[src/sv/lph_pkg.sv]
// Shared types and constants for the linear probing hash table.
// No dependencies.
`default_nettype none
package lph_pkg;
  localparam int DEFAULT_DEPTH = 1024;
  localparam int DEFAULT_VALUE_W = 64;
  localparam int CFG_W = 11;
  localparam int CFG_RESET = 1024;
  localparam int KEY_W = 31;
  localparam int VALUE_PORT_W = 64;
  localparam int SLOT_OUT_W = 10;

  typedef enum logic [1:0] {
    OP_INSERT = 2'd0,
    OP_SEARCH = 2'd1,
    OP_DELETE = 2'd2,
    OP_NONE   = 2'd3
  } op_e;

  typedef enum logic [1:0] {
    ST_OK        = 2'd0,
    ST_NOT_FOUND = 2'd1,
    ST_FULL      = 2'd2,
    ST_RSVD      = 2'd3
  } status_e;

  typedef enum logic [2:0] {
    S_CLEAR,
    S_IDLE,
    S_MOD,
    S_RD,
    S_CHK,
    S_FIN
  } state_e;

  typedef struct packed {
    logic start;
    logic done;
  } mod_ctl_t;
endpackage
`default_nettype wire

[src/sv/lph_mod.sv]
// Iterative restoring remainder: key modulo capacity, one key bit per cycle.
// Depends on lph_pkg.
`default_nettype none
module lph_mod import lph_pkg::*; #(
  parameter int CW = 11,
  parameter int AW = 10
) (
  input  wire logic          clk_i,
  input  wire logic          rst_ni,
  input  wire logic          start_i,
  input  wire logic [KEY_W-1:0] key_i,
  input  wire logic [CW-1:0] div_i,
  output mod_ctl_t           ctl_o,
  output logic [AW-1:0]      rem_o
);
  localparam int BW = $clog2(KEY_W + 1);

  logic [CW-1:0]    r_q, r_d;
  logic [KEY_W-1:0] k_q, k_d;
  logic [CW-1:0]    d_q, d_d;
  logic [BW-1:0]    n_q, n_d;
  logic             busy_q, busy_d, done_q, done_d;
  logic [CW:0]      t;

  always_comb begin
    r_d = r_q; k_d = k_q; d_d = d_q; n_d = n_q;
    busy_d = busy_q; done_d = 1'b0;
    t = {r_q, k_q[KEY_W-1]};
    if (start_i) begin
      r_d = '0; k_d = key_i; d_d = div_i; n_d = BW'(KEY_W); busy_d = 1'b1;
    end else if (busy_q) begin
      if (t >= {1'b0, d_q}) r_d = CW'(t - {1'b0, d_q});
      else r_d = CW'(t);
      k_d = {k_q[KEY_W-2:0], 1'b0};
      n_d = n_q - 1'b1;
      if (n_q == BW'(1)) begin
        busy_d = 1'b0; done_d = 1'b1;
      end
    end
  end

  always_ff @(posedge clk_i or negedge rst_ni) begin
    if (!rst_ni) begin
      busy_q <= 1'b0; done_q <= 1'b0; n_q <= '0;
    end else begin
      busy_q <= busy_d; done_q <= done_d; n_q <= n_d;
    end
  end

  always_ff @(posedge clk_i) begin
    r_q <= r_d; k_q <= k_d; d_q <= d_d;
  end

  assign ctl_o.start = start_i;
  assign ctl_o.done  = done_q;
  assign rem_o = AW'(r_q);
endmodule
`default_nettype wire

[config.mk]
export PLATFORM = sky130hd
export DESIGN_NAME = lph_mod
export DESIGN_NICKNAME = d
export VERILOG_FILES = /design/src/sv/lph_pkg.sv /design/src/sv/lph_mod.sv
export SDC_FILE = /design/constraint.sdc
export NUM_CORES = 1
export LEC_CHECK = 0
export BUFFER_PORTS_ARGS = -buffer_cell sky130_fd_sc_hd__buf_2
export CAP_MARGIN = 30
export CELL_PAD_IN_SITES_DETAIL_PLACEMENT = 1
export CELL_PAD_IN_SITES_GLOBAL_PLACEMENT = 1
export CORE_AREA = 4 4 87 89
export DETAILED_ROUTE_END_ITERATION = 16
export DIE_AREA = 0 0 91 93
export PLACE_DENSITY = 0.94
export SLEW_MARGIN = 15
export SYNTH_ARGS = -nofsm -noshare
export SYNTH_HDL_FRONTEND = slang
export SYNTH_SLANG_ARGS = --single-unit
[constraint.sdc]
create_clock -name clk_i -period 3.6 [get_ports clk_i]
set_input_delay 0.9 -clock clk_i [delete_from_list [all_inputs] [get_ports clk_i]]
set_output_delay 0.9 -clock clk_i [all_outputs]
set_load 0.05 [all_outputs]
-- Word level (Yosys, flattened, before mapping)
Index checks and enable logic that the tools add are counted.
- add/sub/neg operators: 2
- multipliers: 0
- divide/modulo/power cells: 0
- order comparisons: 1
- equality and inequality tests: 1
- shift-type cells: 0
- muxes and demuxes: 11
- bitwise operators: 0
- reductions and logical operators: 1
- operators with widths (operator ; number):
    31-bit two-way mux ; 2
    12-bit by 11-bit greater-or-equal comparator with 1-bit output ; 1
    11-bit two-way mux ; 1
    11-bit subtractor ; 1
    5-bit two-way mux ; 2
    1-bit two-way mux ; 6
    5-bit by 1-bit == test with 1-bit output, second input constant ; 1
    5-bit by 1-bit subtractor with 5-bit output, second input constant ; 1
    2-bit nonzero test ; 1
- bits in registers: 60
- bits in latches: 0
- bits in writable memories: 0
- memory bits (read-only): 0
- input port bits: 45
- output and inout bits: 12
- logic and storage cells: 22
- memories: 0

-- Depth between registers and ports, before layout
Gate-level depths: netlist of run 1.
- depth in word-level cells: 4
- gate-level depth with buffers: 10
- depth with buffers taken out: 9

-- Least setup slack after synthesis of run 1
OpenSTA, ideal clock, no wires.
- path kind: reg-to-reg
- from: register d_q[0]
- to: register r_q[6]
- library setup time: 91 ps
- arrival: 2217 ps
- data required time: 3509 ps
- slack: 1292 ps
- stages on the path, launching flop included: 9
- buffers on the path: 0
- period minus slack after synthesis: 2308 ps
- path through: edfxtp_1 -> ha_1 -> fa_1 -> nand2b_1 -> a21oi_1 -> o2111a_1 -> nor2_1 -> or3b_1 -> a311oi_1
- cells in the longest elaborated chain, start to end: 2
- elaborated cells on any way between the ends: 3
- classes of those cells: add/sub: 1; order compare: 1; mux: 1
- ends and longest elaborated chain (what ; RTL line ; source):
    from (decl) ; lph_mod.sv:20 ; logic [CW-1:0] d_q, d_d;
    from (signal assigned) ; lph_mod.sv:51 ; r_q <= r_d; k_q <= k_d; d_q <= d_d;
    11-bit subtractor or 12-bit by 11-bit greater-or-equal comparator with 1-bit output (tied branches) ; lph_mod.sv:32 ; if (t >= {1'b0, d_q}) r_d = CW'(t - {1'b0, d_q});
    11-bit two-way mux * ; lph_mod.sv:32 ;
    to (signal assigned) ; lph_mod.sv:51 ;
    to (decl) ; lph_mod.sv:18 ; logic [CW-1:0] r_q, r_d;
Mark *: on every way between the ends. The rest lies on a longest branch, timed or not.
A chain may end at the register's enable or synchronous reset.

-- Worst setup path in the final report of run 1
- from: input port start_i
- to: output port ctl_o[1] in the netlist's numbering
- RTL lines (what ; RTL line ; source):
    from (decl) ; lph_mod.sv:10 ; input wire logic start_i,
    to (decl) ; lph_mod.sv:13 ; output mod_ctl_t ctl_o,
No word-level cell between the ends.

==> impl_metrics.ini, run 1 <==
[status]
status = complete, no violations

[floorplan]
dieArea_um2 = 8460
pin_count = 57
die_h_um = 93
row_count = 30
die_x_um = 91
initial_utilization_pct = 46.7
core_area_um2 = 6760

[synth]
yosys.area.top_type = edfxtp_1
netlist-cell-type-count = 49
yosysWarnings = 0
synth_area_leaders = edfxtp_1, mux2_2, dfxtp_1, dfrtp_1, ha_1
synthCells = 266
synthXorXnorAreaFrac_pct = 1.94
synth_top_area_share_pct = 40.0
synth_simple_gate_area_share_pct = 10.8
synth_compound_area_share_pct = 9.36
synthFlopType = edfxtp_1
synthMuxAreaShare_pct = 13.0
synth_top_family_by_area = multiplexers
synth_edf_count = 42
synth_fp_nets = 325
synthesis.area_um2 = 3160
avgSynthCellArea_um2 = 11.9
ys_ff_latch = 60
yosysSeqAreaShare_pct = 52.5
async_flop_share_pct = 11.7
synthAdderAreaFrac_pct = 5.79

[critical_path]
critPathRequiredTime_ns = 2.70
worst_setup_path_end_kind = output pin
slowest_stage = buf_4
crit_family = buffers and inverters
slowest_delay_ns = 0.51
worst_ep_arrival_time_ns = 1.88
worstSetupPathType = primary input to output pin
ff2ff_path_depth = 9
cp.buffers_inverters = 3
crit_fanout = 55
crit_top_cell = buf_2
cp_num_cells = 3
start_kind = primary input
crit_path_cell_trace = buf_2 -> buf_4 -> buf_2

[timing]
worst_pin_slew_ns = 0.683
fin_skew_ns = 0.00982
grt_setup_unrepaired = false
fin_crit_ns = 2.78
hold_viol = 0
drv_slew = 0
relSlewSlack_pct = 54.4
timing.final.crit_share_pct = 77.3
max_freq_mhz = 359
timing.setup.tns_ns = 0
setup_viol = 0

[grt]
grt_overflow_total = 0
grt_pass1_wl_um = 11300
grt_use_total_pct = 17.1
grt_max_degree = 56
grt_pass1_vias = 2378
grt_antenna_before_repair = 0

[power]
pwr-share-clk_pct = 27.1
p_leak_nw = 1.58
power.internal_mw = 1.55
sw_frac_of_total_pct = 35.1
pwr-share-seq_pct = 37.9
power_density_nw_per_um2 = 656
p_comb_share_pct = 35.0
power_switching_uw = 839
ir_worst_vdd_v = 0.000258

[clock_network]
postCtsSetupBuffers = 0
cts.reportedPaths.clkPinSlew_ns = 0.07
cts.path.max_buffers = 2
cts.sinks = 60
cts_htree_levels = 3
hold_buffers = 0
tritoncts = built
cts_resized = 0
cts_root_buf = clkbuf_8
cts_buffers = 9
clock_latency_ns = 0.34

[place]
place_area_um2 = 3440
place_congestion = 0.789
portBuffers = 56
hpwl_um = 4970

[finish]
drive_gt1_share_pct = 33.6
num_antenna_cells = 0
syn2layout_area_growth_pct = 15.4
fin_area_um2 = 3640
finalNetCount = 373

[run]
maxCapViolCount = 0

[detailed_routing]
drcViolationCount = 0
drt_iter0_drc = 101
vias = 2170
first_pass_iters = 4
wirelength_um = 6790
postRouteAntennaNets = 0
drt-vias-per-instance = 5.45
wl_per_cell_um = 17.1

[worst_hold_path]
hp-class = primary input to asynchronous set/reset pin
-- final timing paths --
check / startpoint / endpoint / slack [ns]
min reg2reg: r_q[8] / r_q[8] / 0.50
max: start_i / ctl_o[1] / 0.82
max reg2reg: k_q[30] / r_q[6] / 1.02
min: rst_ni / n_q[4] / 0.38
min in group clk_i: r_q[8] / r_q[8] / 0.50
max in group asynchronous: rst_ni / n_q[0] / 3.06
-- per-stage QoR --
step	setup WS [ns]	hold slack, ns	total power, mW	cells	utilization [%]
global placement	0.790	0.484	1.71	382	50.4
floorplan	1.29	0.465	1.62	266	-
global route	0.738	0.374	2.54	398	53.9
finish	0.817	0.380	2.39	398	53.9
CTS	0.768	0.370	2.40	398	53.9
detailed placement	0.774	0.490	1.75	383	50.9
-- cell families after synthesis --
kind of cell    count (synthesis)
mux                            37
flops                          60
compound gates                 43
xor+xnor                        7
buf+inv                        40
fa+ha+maj                      14
simple gates                   65
-- per-layer routing --
metal,up-vias,track usage [%],routed length (um)
li1,1047,-,-
met1,1057,20.0,2900
met2,53,29.4,3430
met3,13,4.18,324
met4,0,8.04,136
met5,-,0,0
-- state kept, by name (all words and copies together), names as in the netlist --
name / count
d_q: 11
k_q: 31
done_q: 1
busy_q: 1
n_q: 5
r_q: 11
-- final cells by class --
type,count,area [um^2]
well taps,80,100
clock buffers,10,128
multi-input cells,166,1290
flip-flops and latches,60,1660
clock inverters,5,77.6
fillers,746,3120
repair buffers,59,323
inverters,18,67.6
-- cells in the mapped netlist (2+ instances only) --
| master | instances |
|---|---|
| dfrtp_1 | 7 |
| edfxtp_1 | 42 |
| a21oi_1 | 8 |
| ha_1 | 13 |
| o211ai_1 | 2 |
| inv_1 | 18 |
| o21a_1 | 2 |
| a311oi_1 | 2 |
| o21ai_0 | 10 |
| xnor2_1 | 5 |
| mux2i_1 | 6 |
| clkbuf_1 | 8 |
| nand2_1 | 13 |
| nor3_1 | 4 |
| a21o_1 | 3 |
| nand2b_1 | 7 |
| mux2_2 | 31 |
| nand3b_1 | 2 |
| dfxtp_1 | 11 |
| buf_6 | 2 |
| and3_1 | 2 |
| a211o_1 | 2 |
| nor4b_1 | 2 |
| buf_4 | 12 |
| xor2_1 | 2 |
| nor2b_1 | 2 |
| o31ai_1 | 3 |
| a211oi_1 | 2 |
| nor2_1 | 23 |
-- power groups by stage --
stage	Clock, mW	Sequential [mW]	Combinational (mW)
global route	0.699	0.917	0.922
global placement	0	0.914	0.792
CTS	0.657	0.908	0.837
finish	0.647	0.906	0.836
floorplan	0	0.897	0.719
detailed placement	0	0.921	0.829
-- layout by cell type (no fill, tap or decap), types with 3 or more instances in the layout --
| master | instances |
|---|---|
| o21ai_0 | 10 |
| o31ai_1 | 3 |
| clkbuf_8 | 9 |
| dfxtp_1 | 11 |
| a21o_1 | 3 |
| edfxtp_1 | 42 |
| nor3_1 | 4 |
| a21oi_1 | 8 |
| dfrtp_1 | 7 |
| xnor2_1 | 5 |
| nand2b_1 | 7 |
| ha_1 | 13 |
| inv_1 | 18 |
| nand2_1 | 13 |
| mux2i_1 | 6 |
| buf_2 | 56 |
| nor2_1 | 23 |
| mux2_2 | 31 |
Note: power is estimated with default switching activity, not from simulation.
==> run 2, diff against run 1 <==
CORE_AREA = 4 4 90 92   (was 4 4 87 89)
DIE_AREA = 0 0 94 96   (was 0 0 91 93)
PLACE_DENSITY = 0.89   (was 0.94)
clock period = 2.7 ns   (was 3.6 ns; I/O delays follow)
==> run 2 against run 1 <==
Clock power rose by 24%. Sequential cell count did not move. Critical path depth rose by 4. Clock-buffer cell count did not move. First-iteration DRC count fell by 20%. Via count rose by 1.2%. Highest routed layer unchanged. Utilization fell by 3.3 points. Register-to-register slack got worse by 0.92 ns. Non-clock buffer count rose by 2. Largest power group unchanged.
==> impl_metrics.ini, run 2 (synthesis gave the netlist of run 1 again) <==
[status]
status = complete, no violations

[grt]
grt_pass1_wl_um = 11300
grt_max_degree = 32
grt_use_total_pct = 16.5
grt_antenna_before_repair = 0
grt_overflow_total = 0
grt_pass1_vias = 2393

[worst_hold_path]
hp-class = primary input to asynchronous set/reset pin

[critical_path]
critPathRequiredTime_ns = 2.96
crit_start = r_q[8]
crit_top_cell = a211o_1
worst_setup_path_end_kind = flip-flop
rrSetupSlack_ns = 0.1
worst_ep_arrival_time_ns = 2.86
worstSetupPathType = flip-flop to flip-flop
slowest_delay_ns = 0.40
crit_fanout = 7
crit_end = r_q[0]
worstReg2RegEnd = r_q[0]
start_kind = flip-flop
timing.rr.start = r_q[8]
slowest_stage = mux2_2
crit_path_cell_trace = ha_1 -> a21o_1 -> a211o_1 -> a211o_1 -> nor2_1 -> mux2_2 -> a211oi_1
ff2ff_path_depth = 7

[finish]
multi_input_area_um2 = 1290
regMostFlops = k_q
final_common_cell = buf_2
largest_reg_flops = 31
finalNetCount = 375
fillers = 819
num_antenna_cells = 0
fin_area_um2 = 3650
instances_no_fill = 420
syn2layout_area_growth_pct = 15.7
drive_gt1_share_pct = 34.9
final_cell_mix = buf_2, edfxtp_1, mux2_2
largestRegisters = k_q x31, d_q x11, r_q x11
seqCellArea_um2 = 1660

[power]
power_density_nw_per_um2 = 861
ir_worst_vdd_v = 0.000314
pwr-share-seq_pct = 38.3
sw_frac_of_total_pct = 36.8
power.total_mw = 3.14
p_comb_share_pct = 36.1
power.internal_mw = 1.99
pwr-share-clk_pct = 25.6
power_switching_mw = 1.16
p_leak_nw = 1.57

[detailed_routing]
drt-vias-per-instance = 5.23
wirelength_um = 6840
drt_iter0_drc = 81
first_pass_iters = 4
wl_per_cell_um = 16.3
drcViolationCount = 0
postRouteAntennaNets = 0
vias = 2197

[floorplan]
row_count = 31
pin_count = 57
initial_utilization_pct = 43.7
die_h_um = 96
dieArea_um2 = 9020
die_x_um = 94
core_area_um2 = 7210

[clock_network]
clock_latency_ns = 0.34
cts.sinks = 60
hold_buffers = 0
cts.reportedPaths.clkPinSlew_ns = 0.07
cts_buffers = 9
tritoncts = built
cts.path.max_buffers = 2
cts_htree_levels = 3
cts_root_buf = clkbuf_8

[timing]
timing.setup.tns_ns = 0
fin_crit_ns = 2.60
drv_slew = 0
worst_pin_slew_ns = 0.601
max_freq_mhz = 384
grt_setup_unrepaired = false
whs_ns = 0.145
setup_viol = 0
timing.final.crit_share_pct = 96.4
fin_skew_ns = 0.00779
relSlewSlack_pct = 59.8
hold_viol = 0

[run]
maxCapViolCount = 0

[place]
hpwl_um = 5040
portBuffers = 56
place_congestion = 0.834
dp.cells = 404
place_area_um2 = 3450
[run 2: cell types whose count changed in the layout (fill, tap and decap cells not counted), sizes merged]
cell and delta:
buf +2, bufinv -1, clkinv -2, clkinvlp +4
[run 2: per-stage QoR]
step                      util, %  worst slack (ns)
after floorplan                 -             0.392
after global placement       47.9             0.288
after detailed placement     47.9             0.133
after CTS                    50.6            0.0796
after global routing         50.6           0.00236
final                        50.6            0.0981
[run 2: worst max-delay path, delay by kind of cell, from the launching register on]
kind,cells,cell delay (ns)
simple gates,1,0.30
compound gates,4,1.08
flops,1,0.34
fa+ha+maj,1,0.39
mux,1,0.40
[run 2: power groups by stage]
| stage | sequential, mW | combinational (mW) | clock [mW] |
|---|---|---|---|
| after floorplan | 1.20 | 0.958 | 0 |
| after global placement | 1.21 | 1.08 | 0 |
| after detailed placement | 1.22 | 1.12 | 0 |
| after CTS | 1.21 | 1.13 | 0.821 |
| final | 1.20 | 1.14 | 0.805 |
| after global routing | 1.22 | 1.25 | 0.864 |
[run 2: worst min-delay path by stage]
stage | from | to | slack [ns] | cells past startpoint
5_1_grt | rst_ni | n_q[2] | 0.14 | 1
2_1_floorplan | rst_ni | busy_q | 0.38 | 0
6_report | rst_ni | n_q[2] | 0.14 | 1
4_1_cts | rst_ni | n_q[4] | 0.13 | 1
3_5_place_dp | r_q[8] | r_q[8] | 0.50 | 2
3_3_place_gp | r_q[8] | r_q[8] | 0.48 | 2
[run 2: timing repair]
item                                    in CTS  in global routing
endpoints found under the setup margin       0                  1
buffers inserted                             0                  0
gates resized for setup                      0                  1
[run 2: metal layers]
layer,vias to the layer above,track usage (%),share of wire [%]
li1,1052,-,-
met1,1085,18.7,42
met2,48,28.3,51
met3,12,5.79,5.5
met4,0,6.86,1.8
met5,-,0,0
[run 2: final cells by class]
class / count / area share [%]
Timing Repair Buffer: 61 / 8.70
Sequential cell: 60 / 45.4
Multi-Input combinational cell: 166 / 35.4
Clock inverter: 6 / 1.78
Clock buffer: 10 / 3.50
Inverter: 18 / 1.85
Tap cell: 99 / 3.39
==> run 3, diff against run 2 <==
--- a/config.mk
+++ b/config.mk
@@ -6,12 +6,13 @@
 export NUM_CORES = 1
 export LEC_CHECK = 0
+export ABC_AREA = 1
 export BUFFER_PORTS_ARGS = -buffer_cell sky130_fd_sc_hd__buf_2
 export CAP_MARGIN = 30
 export CELL_PAD_IN_SITES_DETAIL_PLACEMENT = 1
 export CELL_PAD_IN_SITES_GLOBAL_PLACEMENT = 1
-export CORE_AREA = 4 4 90 92
+export CORE_AREA = 4 4 92 94
 export DETAILED_ROUTE_END_ITERATION = 16
-export DIE_AREA = 0 0 94 96
-export PLACE_DENSITY = 0.89
+export DIE_AREA = 0 0 96 98
+export PLACE_DENSITY = 0.95
 export SLEW_MARGIN = 15
 export SYNTH_ARGS = -nofsm -noshare
==> constraint.sdc (replaced) <==
create_clock -name clk_i -period 3.3 [get_ports clk_i]
set_input_delay 0.825 -clock clk_i [delete_from_list [all_inputs] [get_ports clk_i]]
set_output_delay 0.825 -clock clk_i [all_outputs]
set_load 0.02 [all_outputs]
==> run 3 against run 2 <==
Sequential share of layout area decreased by 2.1 points. Final area increased by 4.9%. Total power shrank 18%. Area after synthesis up 6.9%. Utilization shrank 0.54 points. Global-route usage rose by 3.0 points. Clock power fell by 18%. Combinational power decreased by 18%. Critical path depth is 5 lower. Synthesized cell count is 55% higher. Sequential cell count is the same. Critical path type is now primary input to output pin. Highest routed layer unchanged.
==> impl_metrics.ini, run 3 <==
[status]
status = complete, no violations

[critical_path]
start_kind = primary input
crit_start = start_i
crit_family = buffers and inverters
cp_num_cells = 2
worst_setup_path_end_kind = output pin
crit_top_cell = buf_2
worstSetupPathType = primary input to output pin
slowest_delay_ns = 0.47
crit_path_cell_trace = buf_2 -> buf_2
critPathRequiredTime_ns = 2.47
worstReg2RegEnd = r_q[2]
timing.rr.start = k_q[30]
slowest_stage = buf_2
cp.buffers_inverters = 2
crit_fanout = 30
worst_ep_arrival_time_ns = 1.59
crit_end = ctl_o[1]
rrSetupSlack_ns = 0.90
ff2ff_path_depth = 13

[synth]
netlist-cell-type-count = 28
synth_fp_nets = 471
avgSynthCellArea_um2 = 8.18
synth_area_leaders = edfxtp_1, nand2_1, inv_1, dfxtp_1, dfrtp_1
netlist_top_cells_count = nand2_1, inv_1, edfxtp_1
yosysSeqAreaShare_pct = 49.1
yosys.area.top_type = edfxtp_1
synth_edf_count = 42
synthFlopType = edfxtp_1
ys_ff_latch = 60
synth_top_area_share_pct = 37.4
yosysMostFrequentCell = nand2_1
yosysWarnings = 0
synthesis.area_um2 = 3370
async_flop_share_pct = 11.7
synthCells = 412

[clock_network]
cts_buffers = 9
tritoncts = built
cts.sinks = 60
cts_htree_levels = 3
postCtsSetupBuffers = 0
cts.reportedPaths.clkPinSlew_ns = 0.07
cts.path.max_buffers = 2
clock_latency_ns = 0.34
cts_resized = 0
hold_buffers = 0
cts_root_buf = clkbuf_8

[grt]
grt_overflow_total = 0
grt_antenna_before_repair = 0
grt_use_total_pct = 19.4
grt_max_degree = 37
grt_pass1_wl_um = 14100
grt_pass1_vias = 3094

[finish]
syn2layout_area_growth_pct = 13.5
finalNetCount = 517
fillers = 933
final_cell_mix = nand2_1, inv_1, buf_2
largest_reg_flops = 31
largestRegisters = k_q x31, d_q x11, r_q x11
regMostFlops = k_q
drive_gt1_share_pct = 20.7
num_antenna_cells = 0
final_common_cell = nand2_1

[detailed_routing]
vias = 2779
drt-vias-per-instance = 4.92
wirelength_um = 8490
postRouteAntennaNets = 0
first_pass_iters = 4
drt_iter0_drc = 103
drcViolationCount = 0
wl_per_cell_um = 15.0

[floorplan]
die_x_um = 96
core_area_um2 = 7650
row_count = 32
initial_utilization_pct = 44.1
dieArea_um2 = 9410
die_h_um = 98
pin_count = 57

[timing]
relSlewSlack_pct = 42.6
timing.final.crit_share_pct = 73.3
hold_viol = 0
whs_ns = 0.307
drv_slew = 0
timing.setup.tns_ns = 0
max_freq_mhz = 413
fin_skew_ns = 0.00808
fin_crit_ns = 2.42
setup_ws_ns = 0.881
grt_setup_unrepaired = false
worst_pin_slew_ns = 0.860
setup_viol = 0

[place]
dp_slack_ns = 0.827
portBuffers = 56
place_congestion = 0.888
hpwl_um = 6310

[worst_hold_path]
hp-class = primary input to asynchronous set/reset pin

[power]
power.total_mw = 2.57
ir_worst_vdd_v = 0.000271
power_density_nw_per_um2 = 671
p_leak_nw = 2.01

[run]
maxCapViolCount = 0
[run 3: changes by cell type in the layout (fill, tap and decap cells not counted), sizes merged, moves of 3 or more]
cell	before	now
nand2	13	169
o31ai	3	0
mux2	31	0
nand2b	7	0
a211oi	3	0
nor2	23	18
xnor2	5	0
a21o	3	0
nand3	1	27
nand4	0	15
nor3	4	1
mux2i	6	0
inv	18	63
[run 3: area by class of cell]
type	count	area (um^2)	share of cell area [%]
Clock inverter	6	66.3	1.73
Sequential cell	60	1660	43.3
Multi-Input combinational cell	264	1300	34.1
Tap cell	102	128	3.33
Clock buffer	10	128	3.33
Timing Repair Buffer	60	310	8.10
Inverter	63	236	6.18
[run 3: where the power goes]
group / switching (mW) / internal (mW)
Sequential: 0.0604 / 0.909
Combinational: 0.604 / 0.335
Clock: 0.314 / 0.348
Total: 0.978 / 1.59
[run 3: stage by stage]
step,cells,utilization (%),cell area (um^2)
3_3_place_gp,548,47.4,3630
5_1_grt,565,50.1,3830
6_report,565,50.1,3830
3_5_place_dp,548,47.4,3630
4_1_cts,564,50.0,3820
2_1_floorplan,412,-,3370
[run 3: logic make-up after synthesis]
group           count (synthesis)  share of synthesized area (%)
simple gates                  231                           29.8
buf+inv                        88                           12.2
flops                          60                           49.1
compound gates                 16                           2.67
fa+ha+maj                      14                           5.42
xor+xnor                        3                          0.779
[run 3: routing by layer]
| layer | up-vias | GRT usage, % | part of all wire [%] |
|---|---|---|---|
| li1 | 1377 | - | - |
| met1 | 1333 | 22.8 | 41 |
| met2 | 57 | 34.3 | 53 |
| met3 | 12 | 3.24 | 3.6 |
| met4 | 0 | 8.10 | 1.8 |
| met5 | - | 0 | 0 |
[run 3: worst reg2reg max path, cell delays in order, from the launching register on]
cell      delay, ns
edfxtp_1       0.32
inv_1          0.05
ha_1           0.23
fa_1           0.43
inv_1          0.13
nand2_1        0.07
nand2_1        0.10
nand2_2        0.07
nand2_1        0.09
nand2_2        0.19
nand3_2        0.33
nand2_1        0.11
nand3_1        0.11
o21ai_1        0.07
[run 3: worst min-delay path by stage]
stage                 start      end  slack (ns)  cells after the start
floorplan           r_q[10]  r_q[10]        0.44                      2
global placement    r_q[10]  r_q[10]        0.46                      2
detailed placement  r_q[10]  r_q[10]        0.47                      2
CTS                  rst_ni   done_q        0.30                      1
global route         rst_ni   done_q        0.30                      1
finish               rst_ni   done_q        0.31                      1
